===== src/hw/rtl/bmhq_pkg.sv =====
// ----------------------------------------------------------------------------
// Min-heap queue package
// Shared types and constants for the binary min-heap queue.
// ----------------------------------------------------------------------------
package bmhq_pkg;

    localparam int Capacity  = 1024;
    localparam int DataWidth = 32;
    localparam int AddrWidth = $clog2(Capacity);
    localparam int CountWidth = $clog2(Capacity + 1);

    localparam logic CMD_PUSH = 1'b0;
    localparam logic CMD_POP  = 1'b1;

    localparam logic [1:0] STATUS_DONE       = 2'd0;
    localparam logic [1:0] STATUS_POP_EMPTY  = 2'd1;
    localparam logic [1:0] STATUS_PUSH_FULL  = 2'd2;

    localparam logic [1:0] OP_PUSH = 2'd0;
    localparam logic [1:0] OP_POP  = 2'd1;
    localparam logic [1:0] OP_NONE = 2'd2;

    typedef struct packed {
        logic                        command;
        logic signed [DataWidth-1:0] data_value;
    } in_req_t;

    typedef struct packed {
        logic signed [DataWidth-1:0] top_value;
        logic                        is_empty;
        logic [CountWidth-1:0]       entry_count;
        logic [1:0]                  status;
    } out_req_t;

    typedef struct packed {
        logic [1:0]           op;
        logic [DataWidth-1:0] value;
        logic [1:0]           status;
    } job_t;

endpackage


===== src/hw/rtl/bmhq_front.sv =====
// ----------------------------------------------------------------------------
// Min-heap queue front end
// Accepts requests, checks them against the count that will hold once all
// queued jobs are done, and queues classified jobs for the back end.
// ----------------------------------------------------------------------------
module bmhq_front (
    input  logic                            clk,
    input  logic                            rst_n,
    input  logic                            in_valid,
    output logic                            in_stall,
    input  bmhq_pkg::in_req_t               in_data,
    output logic                            job_valid,
    input  logic                            job_take,
    output bmhq_pkg::job_t                  job
);

    logic [1:0]                         q_valid_reg, q_valid_next;
    bmhq_pkg::job_t                     q_reg [2];
    logic                               wr_ptr_reg, rd_ptr_reg;
    logic [bmhq_pkg::CountWidth-1:0]    proj_count_reg, proj_count_next;
    logic                               accept;
    bmhq_pkg::job_t                     new_job;

    assign in_stall  = q_valid_reg[wr_ptr_reg];
    assign accept    = in_valid && !in_stall;
    assign job_valid = q_valid_reg[rd_ptr_reg];
    assign job       = q_reg[rd_ptr_reg];

    always_comb
    begin
        new_job.value = in_data.data_value;
        new_job.op = bmhq_pkg::OP_NONE;
        new_job.status = bmhq_pkg::STATUS_DONE;
        proj_count_next = proj_count_reg;
        if (in_data.command == bmhq_pkg::CMD_PUSH)
        begin
            if (proj_count_reg == bmhq_pkg::CountWidth'(bmhq_pkg::Capacity))
            begin
                new_job.status = bmhq_pkg::STATUS_PUSH_FULL;
            end
            else
            begin
                new_job.op = bmhq_pkg::OP_PUSH;
                if (accept)
                begin
                    proj_count_next = proj_count_reg + 1'b1;
                end
            end
        end
        else
        begin
            if (proj_count_reg == '0)
            begin
                new_job.status = bmhq_pkg::STATUS_POP_EMPTY;
            end
            else
            begin
                new_job.op = bmhq_pkg::OP_POP;
                if (accept)
                begin
                    proj_count_next = proj_count_reg - 1'b1;
                end
            end
        end
        q_valid_next = q_valid_reg;
        if (job_take)
        begin
            q_valid_next[rd_ptr_reg] = 1'b0;
        end
        if (accept)
        begin
            q_valid_next[wr_ptr_reg] = 1'b1;
        end
    end

    always_ff @(posedge clk or negedge rst_n)
    begin
        if (!rst_n)
        begin
            q_valid_reg    <= '0;
            wr_ptr_reg     <= 1'b0;
            rd_ptr_reg     <= 1'b0;
            proj_count_reg <= '0;
        end
        else
        begin
            q_valid_reg    <= q_valid_next;
            proj_count_reg <= proj_count_next;
            if (accept)
            begin
                wr_ptr_reg <= !wr_ptr_reg;
            end
            if (job_take)
            begin
                rd_ptr_reg <= !rd_ptr_reg;
            end
        end
    end

    always_ff @(posedge clk)
    begin
        if (accept)
        begin
            q_reg[wr_ptr_reg] <= new_job;
        end
    end

endmodule


===== config.mk =====
export PLATFORM = sky130hd
export DESIGN_NAME = bmhq_front
export DESIGN_NICKNAME = d
export VERILOG_FILES = /design/src/hw/rtl/bmhq_pkg.sv /design/src/hw/rtl/bmhq_front.sv
export SDC_FILE = /design/constraint.sdc
export NUM_CORES = 1
export LEC_CHECK = 0
export BUFFER_PORTS_ARGS = -buffer_cell sky130_fd_sc_hd__buf_2
export CAP_MARGIN = 20
export CORE_MARGIN = 5
export CORE_UTILIZATION = 35
export DETAILED_ROUTE_END_ITERATION = 6
export GPL_TIMING_DRIVEN = 0
export PLACE_DENSITY = 0.63
export SYNTH_ARGS = -nofsm -noshare
export SYNTH_HDL_FRONTEND = slang
export SYNTH_SLANG_ARGS = --single-unit

===== constraint.sdc =====
create_clock -name clk -period 5.5 [get_ports clk]
set_clock_uncertainty 0.2 [all_clocks]
set_input_delay 0.275 -clock clk [delete_from_list [all_inputs] [get_ports clk]]
set_output_delay 0.275 -clock clk [all_outputs]
set_load 0.1 [all_outputs]

# After elaboration in Yosys (flattened, before gate mapping)
# Memory sizes are Yosys's and may differ from the RTL's.
# Index checks and enable logic that the tools add are counted.
dict set report totals {
  reg_bits 15
  ramBits 72
  in_bits 37
  output_inout_bits 38
  word_cells 47
  n_memories 1
}
# memory depth word_bits rd rd_clocked_by_memory_dff write_ports line_no
set mem_list {}
lappend mem_list {q_reg 2 36 1 0 1 bmhq_front.sv:18} ;# bmhq_pkg::job_t q_reg [2];
dict set report classes {
  addsub 2
  n_lt_le_gt_ge 4
  eq_ne 3
  muxes 22
  bitwise_logic 3
  reduce_logical 8
}
# cell n
set ops {}
lappend ops {{2-to-1 mux 11 bit} 5}
lappend ops {{2-to-1 mux 2 bit} 6}
lappend ops {{adder 11 x 1 -> 11 bit, second input constant} 1}
lappend ops {{== test 11 bit, second input constant} 1}
lappend ops {{zero test 11 bit} 1}
lappend ops {{subtractor 11 x 1 -> 11 bit, second input constant} 1}
lappend ops {{2-to-1 mux 1 bit} 9}
lappend ops {{< comparator 1 x 2 -> 1 bit, second input constant} 2}
lappend ops {{inequality test 2 bit, second input constant} 2}
lappend ops {{logical AND 1 bit} 3}
lappend ops {{zero test 1 bit} 3}
lappend ops {{AND reduction 3 bit} 1}
lappend ops {{AND 2 bit} 1}
lappend ops {{demux 1 bit (select 1 bit)} 2}
lappend ops {{greater-or-equal comparator 1 bit, second input constant} 2}
lappend ops {{inverter 2 bit} 1}
lappend ops {{bitwise OR 2 bit} 1}

# Longest topological paths before layout
# Gate-level depths: netlist of the first run.
dict set report depth {
  ltp_word 9
  ltp_mapped 8
  ltp_nobuf 8
}

# Worst setup path after synthesis of the first run
# OpenSTA, ideal clock, no wires.
dict set report synth_path {
  kind {register to register}
  startpoint {reg wr_ptr_reg}
  endpoint {mem q_reg[1][0] (netlist bit), enable pin}
  setup_ns 0.479
  arrival_time_ns 3.001
  t_required_ns 4.821
  slack_ns 1.820
  path_stages_with_launch 3
  path_buffers 0
  period_less_slack_ns 3.680
  cell_sequence {dfrtp_1 > inv_1 > nor3_1}
}
dict set report synth_between {
  elab_chain_cells 6
}
# element line_no
set synth_lines {}
lappend synth_lines {{from (decl)} bmhq_front.sv:19} ;# logic wr_ptr_reg, rd_ptr_reg;
lappend synth_lines {{from (signal assigned)} bmhq_front.sv:91} ;# wr_ptr_reg <= !wr_ptr_reg;
lappend synth_lines {{2-to-1 mux 1 bit (not written as such) (2 in a row)} bmhq_front.sv:24} ;# assign in_stall = q_valid_reg[wr_ptr_reg];
lappend synth_lines {{zero test 1 bit} bmhq_front.sv:25} ;# assign accept = in_valid && !in_stall;
lappend synth_lines {{logical AND 1 bit} bmhq_front.sv:25}
lappend synth_lines {{2-to-1 mux 1 bit} bmhq_front.sv:102} ;# if (accept)
lappend synth_lines {{2-to-1 mux 1 bit (not written as such)} bmhq_front.sv:104} ;# q_reg[wr_ptr_reg] <= new_job;
lappend synth_lines {{to (decl)} bmhq_front.sv:18}
# Several ways; a longest one is shown, not always the timed one. The select of a mux whose other input is x is not followed.

==> metrics.yaml, run 1 <==
worstPathRequired_ps: 5030
overflow: 0
grt_max_degree: 17
critPathKind: "flop to output pin"
cts_hold_buf: 34
largest_register_ffs: 72
period_needed_ps: 2400
netlist_area_sq_um: 3670
setup_viol: 0
chipHeight_um: 112
synth-edff-count: 72
cts_made_buffers: 9
cp-start-kind: "flop"
place.gp.congestion: 0.745
routed-wl-met3_um: 393
antenna_found_initial: 0
wl_met1_um: 3270
synthToLayoutAreaGrowth_pct: 31.8
yosysWarnings: 0
syn_avg_cell_area_sq_um: 16.0
cts_root_buf: "clkbuf_8"
cts_buffer_depth: 2
place_hpwl_um: 5140
cts_tree: "done"
instances_no_fill: 497
top_layer_used: "met4"
worst_pin_slew_ps: 633
clock_latency_ps: 340
firstDrtPassIters: 4
first_iter_violations: 158
vias_per_cell: 4.64
rsz0062_at_grt: "no"
wl_met2_um: 3560
dp_cells: 447
drt-total-wl_um: 7290
postCtsSetupBuffers: 0
synth_top_area_share_pct: 58.9
fmax_mhz: 416
ys_ff_latch: 87
clkTransAtPathRegs_ps: 90
utilization_pct: 47.1
ys_seq_area_share_pct: 69.1
cts_resized: 0
io_pins: 75
grt_pass1_vias: 2342
drv_cap: 0
antennaDiodeCount: 0
die_w_um: 112
async_flop_share_pct: 17.2
critPathCaptureType: "output pin"
min_path_type: "input pin to async pin"
crit_fanout: 10
num_rows: 37
drc: 0
arrival_ps: 1930
synth-main-ff-cell: "edfxtp_1"
vias: 2308
grt_usage_pct: 11.5
post_drt_wl_per_cell_um: 14.7
synth.distinct_cells: 39
yosys-top-cells-area: "edfxtp_1, mux2_2, dfrtp_1"
cts_sinks: 87
drtAntennaViolNets: 0
nets: 403
core_area_sq_um: 10300
start_util_pct: 35.7
die_area_sq_um: 12600
portBuffers: 74
slew_violations: 0
syn_inst: 229
yosys-top-cells-count: "edfxtp_1, mux2_2, dfrtp_1"
yosysTopAreaCell: "edfxtp_1"
status: "completed"
h-tree-depth: 3
grt_pass1_wl_um: 11500
synth_fp_nets: 276
drive_gt1_share_pct: 39.9
relSlewSlack_pct: 57.6
fin_crit_sh_pct: 43.7
finalHoldViolCount: 0
yosysMostFrequentCell: "edfxtp_1"
fin_setup_tns_ps: 0
## cell usage in the layout (no fill, tap or decap), types with 6 or more instances in the layout
| cell | n |
|---|---|
| nand2_1 | 12 |
| edfxtp_1 | 72 |
| ha_1 | 9 |
| mux2_2 | 38 |
| inv_1 | 7 |
| o21ai_1 | 6 |
| dlygate4sd3_1 | 34 |
| nor2_1 | 7 |
| dfrtp_1 | 15 |
| buf_6 | 7 |
| clkbuf_8 | 9 |
| a21oi_1 | 8 |
| buf_2 | 74 |
## critical path, cell delays in order, from the launching register on
cell and delay (ps):
dfrtp_1 400, buf_1 490, mux2_2 400, buf_2 290
## routing by layer
metal | global-route usage (%) | vias to the layer above
met5 | 0 | -
met4 | 3.13 | 0
met3 | 3.18 | 8
met2 | 19.7 | 59
met1 | 14.4 | 1123
li1 | - | 1118
## logic make-up (layout without fill, tap and decap cells)
group	Yosys count	after routing	synth area share (%)
simple gates	34	34	4.50
buf+inv	13	145	1.53
mux	40	40	12.2
flops	87	87	69.1
xor+xnor	10	10	2.39
fa+ha+maj	10	10	3.61
compound gates	35	35	6.58
## worst paths after layout
path	startpoint	to	slack (ps)	cells after the start
max in group asynchronous	rst_n	rd_ptr_reg	4670	2
max reg2reg	proj_count_reg[0]	proj_count_reg[10]	3240	8
min reg2reg	proj_count_reg[6]	proj_count_reg[6]	330	2
min in group clk	in_valid	q_reg[1][15]	230	3
max	rd_ptr_reg	job[11]	3100	3
min	rst_n	proj_count_reg[7]	160	2
## through the flow
step	hold slack (ps)	cell area [sq um]	worst slack, ps
global route	191	4840	3000
detailed placement	13.1	4320	2930
global placement	14.9	4210	246
floorplan	-221	3670	1820
CTS	158	4840	3040
finish	165	4840	3100
## layout make-up
cell class	instances	area (sq um)
Clock buffer	10	128
Buffer	6	30.0
Fill cell	925	5440
Inverter	7	26.3
Tap cell	136	170
Multi-Input combinational cell	129	1090
Timing Repair Buffer	116	808
Clock inverter	6	51.3
Sequential cell	87	2540
Power of run 1 is not shown: default switching activity piles up to over one toggle a cycle in this logic, so the estimate is an artifact.
==> inputs of run 2 (changes only) <==
--- a/config.mk
+++ b/config.mk
@@ -5,13 +5,14 @@
 export SDC_FILE = /design/constraint.sdc
 export NUM_CORES = 1
 export LEC_CHECK = 0
+export ABC_AREA = 1
 export BUFFER_PORTS_ARGS = -buffer_cell sky130_fd_sc_hd__buf_2
 export CAP_MARGIN = 20
 export CORE_MARGIN = 5
 export CORE_UTILIZATION = 35
 export DETAILED_ROUTE_END_ITERATION = 6
 export GPL_TIMING_DRIVEN = 0
-export PLACE_DENSITY = 0.63
+export PLACE_DENSITY = 0.65
 export SYNTH_ARGS = -nofsm -noshare
 export SYNTH_HDL_FRONTEND = slang
 export SYNTH_SLANG_ARGS = --single-unit
==> constraint.sdc (replaced) <==
create_clock -name clk -period 2.08 [get_ports clk]
set_clock_uncertainty 0.2 [all_clocks]
set_input_delay 0.104 -clock clk [delete_from_list [all_inputs] [get_ports clk]]
set_output_delay 0.104 -clock clk [all_outputs]
set_load 0.1 [all_outputs]
==> metrics.yaml, run 2 <==
cts_root_buf: "clkbuf_8"
crit_fanout: 10  # unchanged
antennaDiodeCount: 0  # unchanged
place.gp.congestion: 0.814  # +9.2%
fin_crit_sh_pct: 91.0
grt_usage_pct: 12.9  # +1.4 points
utilization_pct: 48.1  # +0.99 points
cts_made_buffers: 9  # unchanged
yosysWarnings: 0  # unchanged
arrival_ps: 1590  # -340 ps
cts_sinks: 87  # unchanged
chipHeight_um: 115  # +2.5%
fillCellCount: 984  # +6.4%
cts_tree: "done"
nets: 540  # +34%
final_common_cell: "nand2_1"
synth.distinct_cells: 30  # -23%
relSlewSlack_pct: 51.5  # -6.1 points
finalHoldViolCount: 0  # unchanged
worstPathRequired_ps: 1780  # -3250 ps
grt_pass1_vias: 2866  # +22%
core_area_sq_um: 10800  # +5.5%
overflow: 0  # unchanged
min_path_type: "input pin to flop"
yosys-top-cells-area: "edfxtp_1, nand2_1, dfrtp_1"
synthToLayoutAreaGrowth_pct: 34.5
ys_seq_area_share_pct: 65.5  # -3.6 points
synth-edff-count: 72  # unchanged
slew_violations: 0  # unchanged
worst_pin_slew_ps: 725  # +92.2 ps
netlist_area_sq_um: 3870  # +5.5%
portBuffers: 74  # unchanged
grt_pass1_wl_um: 13500  # +17%
clkTransAtPathRegs_ps: 90  # about the same
drive_gt1_share_pct: 23.7  # -16 points
vias_per_cell: 4.44  # -4.3%
period_needed_ps: 1890
h-tree-depth: 3  # unchanged
synth_fp_nets: 416  # +51%
yosysMostFrequentCell: "nand2_1"
drtAntennaViolNets: 0  # unchanged
grt_max_degree: 20  # +3
syn_inst: 369  # +61%
largest_register_ffs: 72  # unchanged
hold_ws_ps: 94.6  # -70.0 ps
post_drt_wl_per_cell_um: 13.0  # -12%
yosys-top-cells-count: "nand2_1, edfxtp_1, inv_1"
mostFrequentLayoutCells: "nand2_1, edfxtp_1, buf_2"
synth_top_area_share_pct: 55.8  # -3.1 points
cts_buffer_depth: 2  # unchanged
firstDrtPassIters: 6  # +2
rsz0062_at_grt: "no"
synth-main-ff-cell: "edfxtp_1"
die_w_um: 115  # +2.5%
vias: 2835  # +23%
cp-start-kind: "flop"
start_util_pct: 35.7  # about the same
io_pins: 75  # unchanged
drt-total-wl_um: 8280  # +14%
drv_cap: 0  # unchanged
critPathCaptureType: "output pin"
yosysTopAreaCell: "edfxtp_1"
fmax_mhz: 528
antenna_found_initial: 0  # unchanged
first_iter_violations: 154  # -2.5%
clock_latency_ps: 340  # about the same
critPathKind: "flop to output pin"
status: "completed"
syn_avg_cell_area_sq_um: 10.5  # -35%
async_flop_share_pct: 17.2  # unchanged
drc: 0  # unchanged
die_area_sq_um: 13300  # +5.0%
setup_viol: 0  # unchanged
num_rows: 38  # +2.7%
ys_ff_latch: 87  # unchanged
place_hpwl_um: 5740  # +12%
run 2: changes by cell type in the layout (fill, tap and decap cells not counted), sizes merged, moves of 4 or more:
cell	delta
a21o	-5
o21ai	-4
a21oi	-4
mux2	-39
inv	+18
nor2	+10
nand2	+161
buf	-4
nand3	+11
run 2: cells by family after synthesis:
group                      count (synthesis)  share of synthesized area, %
buffers and inverters                     36                          3.94
xor gates and xnor gates                   5                          1.13
AOI/OAI and AO/OA                         15                          2.29
DFF                                       87                          65.5
adders and majority gates                 10                          3.42
and+or+nand+nor                          216                          23.7
run 2: what timing repair did:
action,in CTS,in global routing
gates resized for setup,53,9
cloned,0,0
hold buffers,36,0
buffers inserted,0,2
pin swaps,0,0
endpoints found under the setup margin,37,33
endpoints found under the hold margin,82,0
run 2: final cells by class:
cell class              instances  area, sq um  area share, %
clock buffers                  10          128           2.45
clock inverters                 6         68.8           1.32
repair buffers                114          935           17.9
plain buffers                   8         65.1           1.25
multi-input cells             246         1200           23.0
flip-flops and latches         87         2540           48.7
well taps                     140          175           3.36
inverters                      27          104           1.99
run 2: worst max-delay path: stages, from the launching register on:
cell	delay, ps
dfrtp_1	470
inv_4	140
clkbuf_4	210
nand2_1	60
nand2_1	70
buf_4	290
run 2: final timing paths:
check                                  start           endpoint  slack, ps  cells after the start
setup / recovery                  rd_ptr_reg            job[18]        190                      5
hold / removal                   in_data[32]        q_reg[0][0]         90                      3
setup reg to reg           proj_count_reg[0]  proj_count_reg[8]        200                     10
hold reg to reg            proj_count_reg[6]  proj_count_reg[6]        310                      2
max in group asynchronous              rst_n  proj_count_reg[7]        550                      3
min in group asynchronous              rst_n  proj_count_reg[5]        660                      3
run 2: routing by layer:
metal	up-vias	part of all wire, %	track usage [%]
li1	1458	-	-
met5	-	0	0
met4	0	1.2	4.69
met1	1309	44	16.0
met3	11	4.1	2.11
met2	57	51	22.7
run 2: metrics by stage:
step                worst slack [ps]  std cells  instance area, sq um  setup TNS (ps)
floorplan                       -234        369                  3880            -234
global placement                -542        583                  4420          -39150
detailed placement              10.9        585                  4490               0
CTS                            0.279        637                  5180               0
global route                    49.7        638                  5210               0
finish                           188        638                  5210               0
Power of run 2 is left out for the same reason.
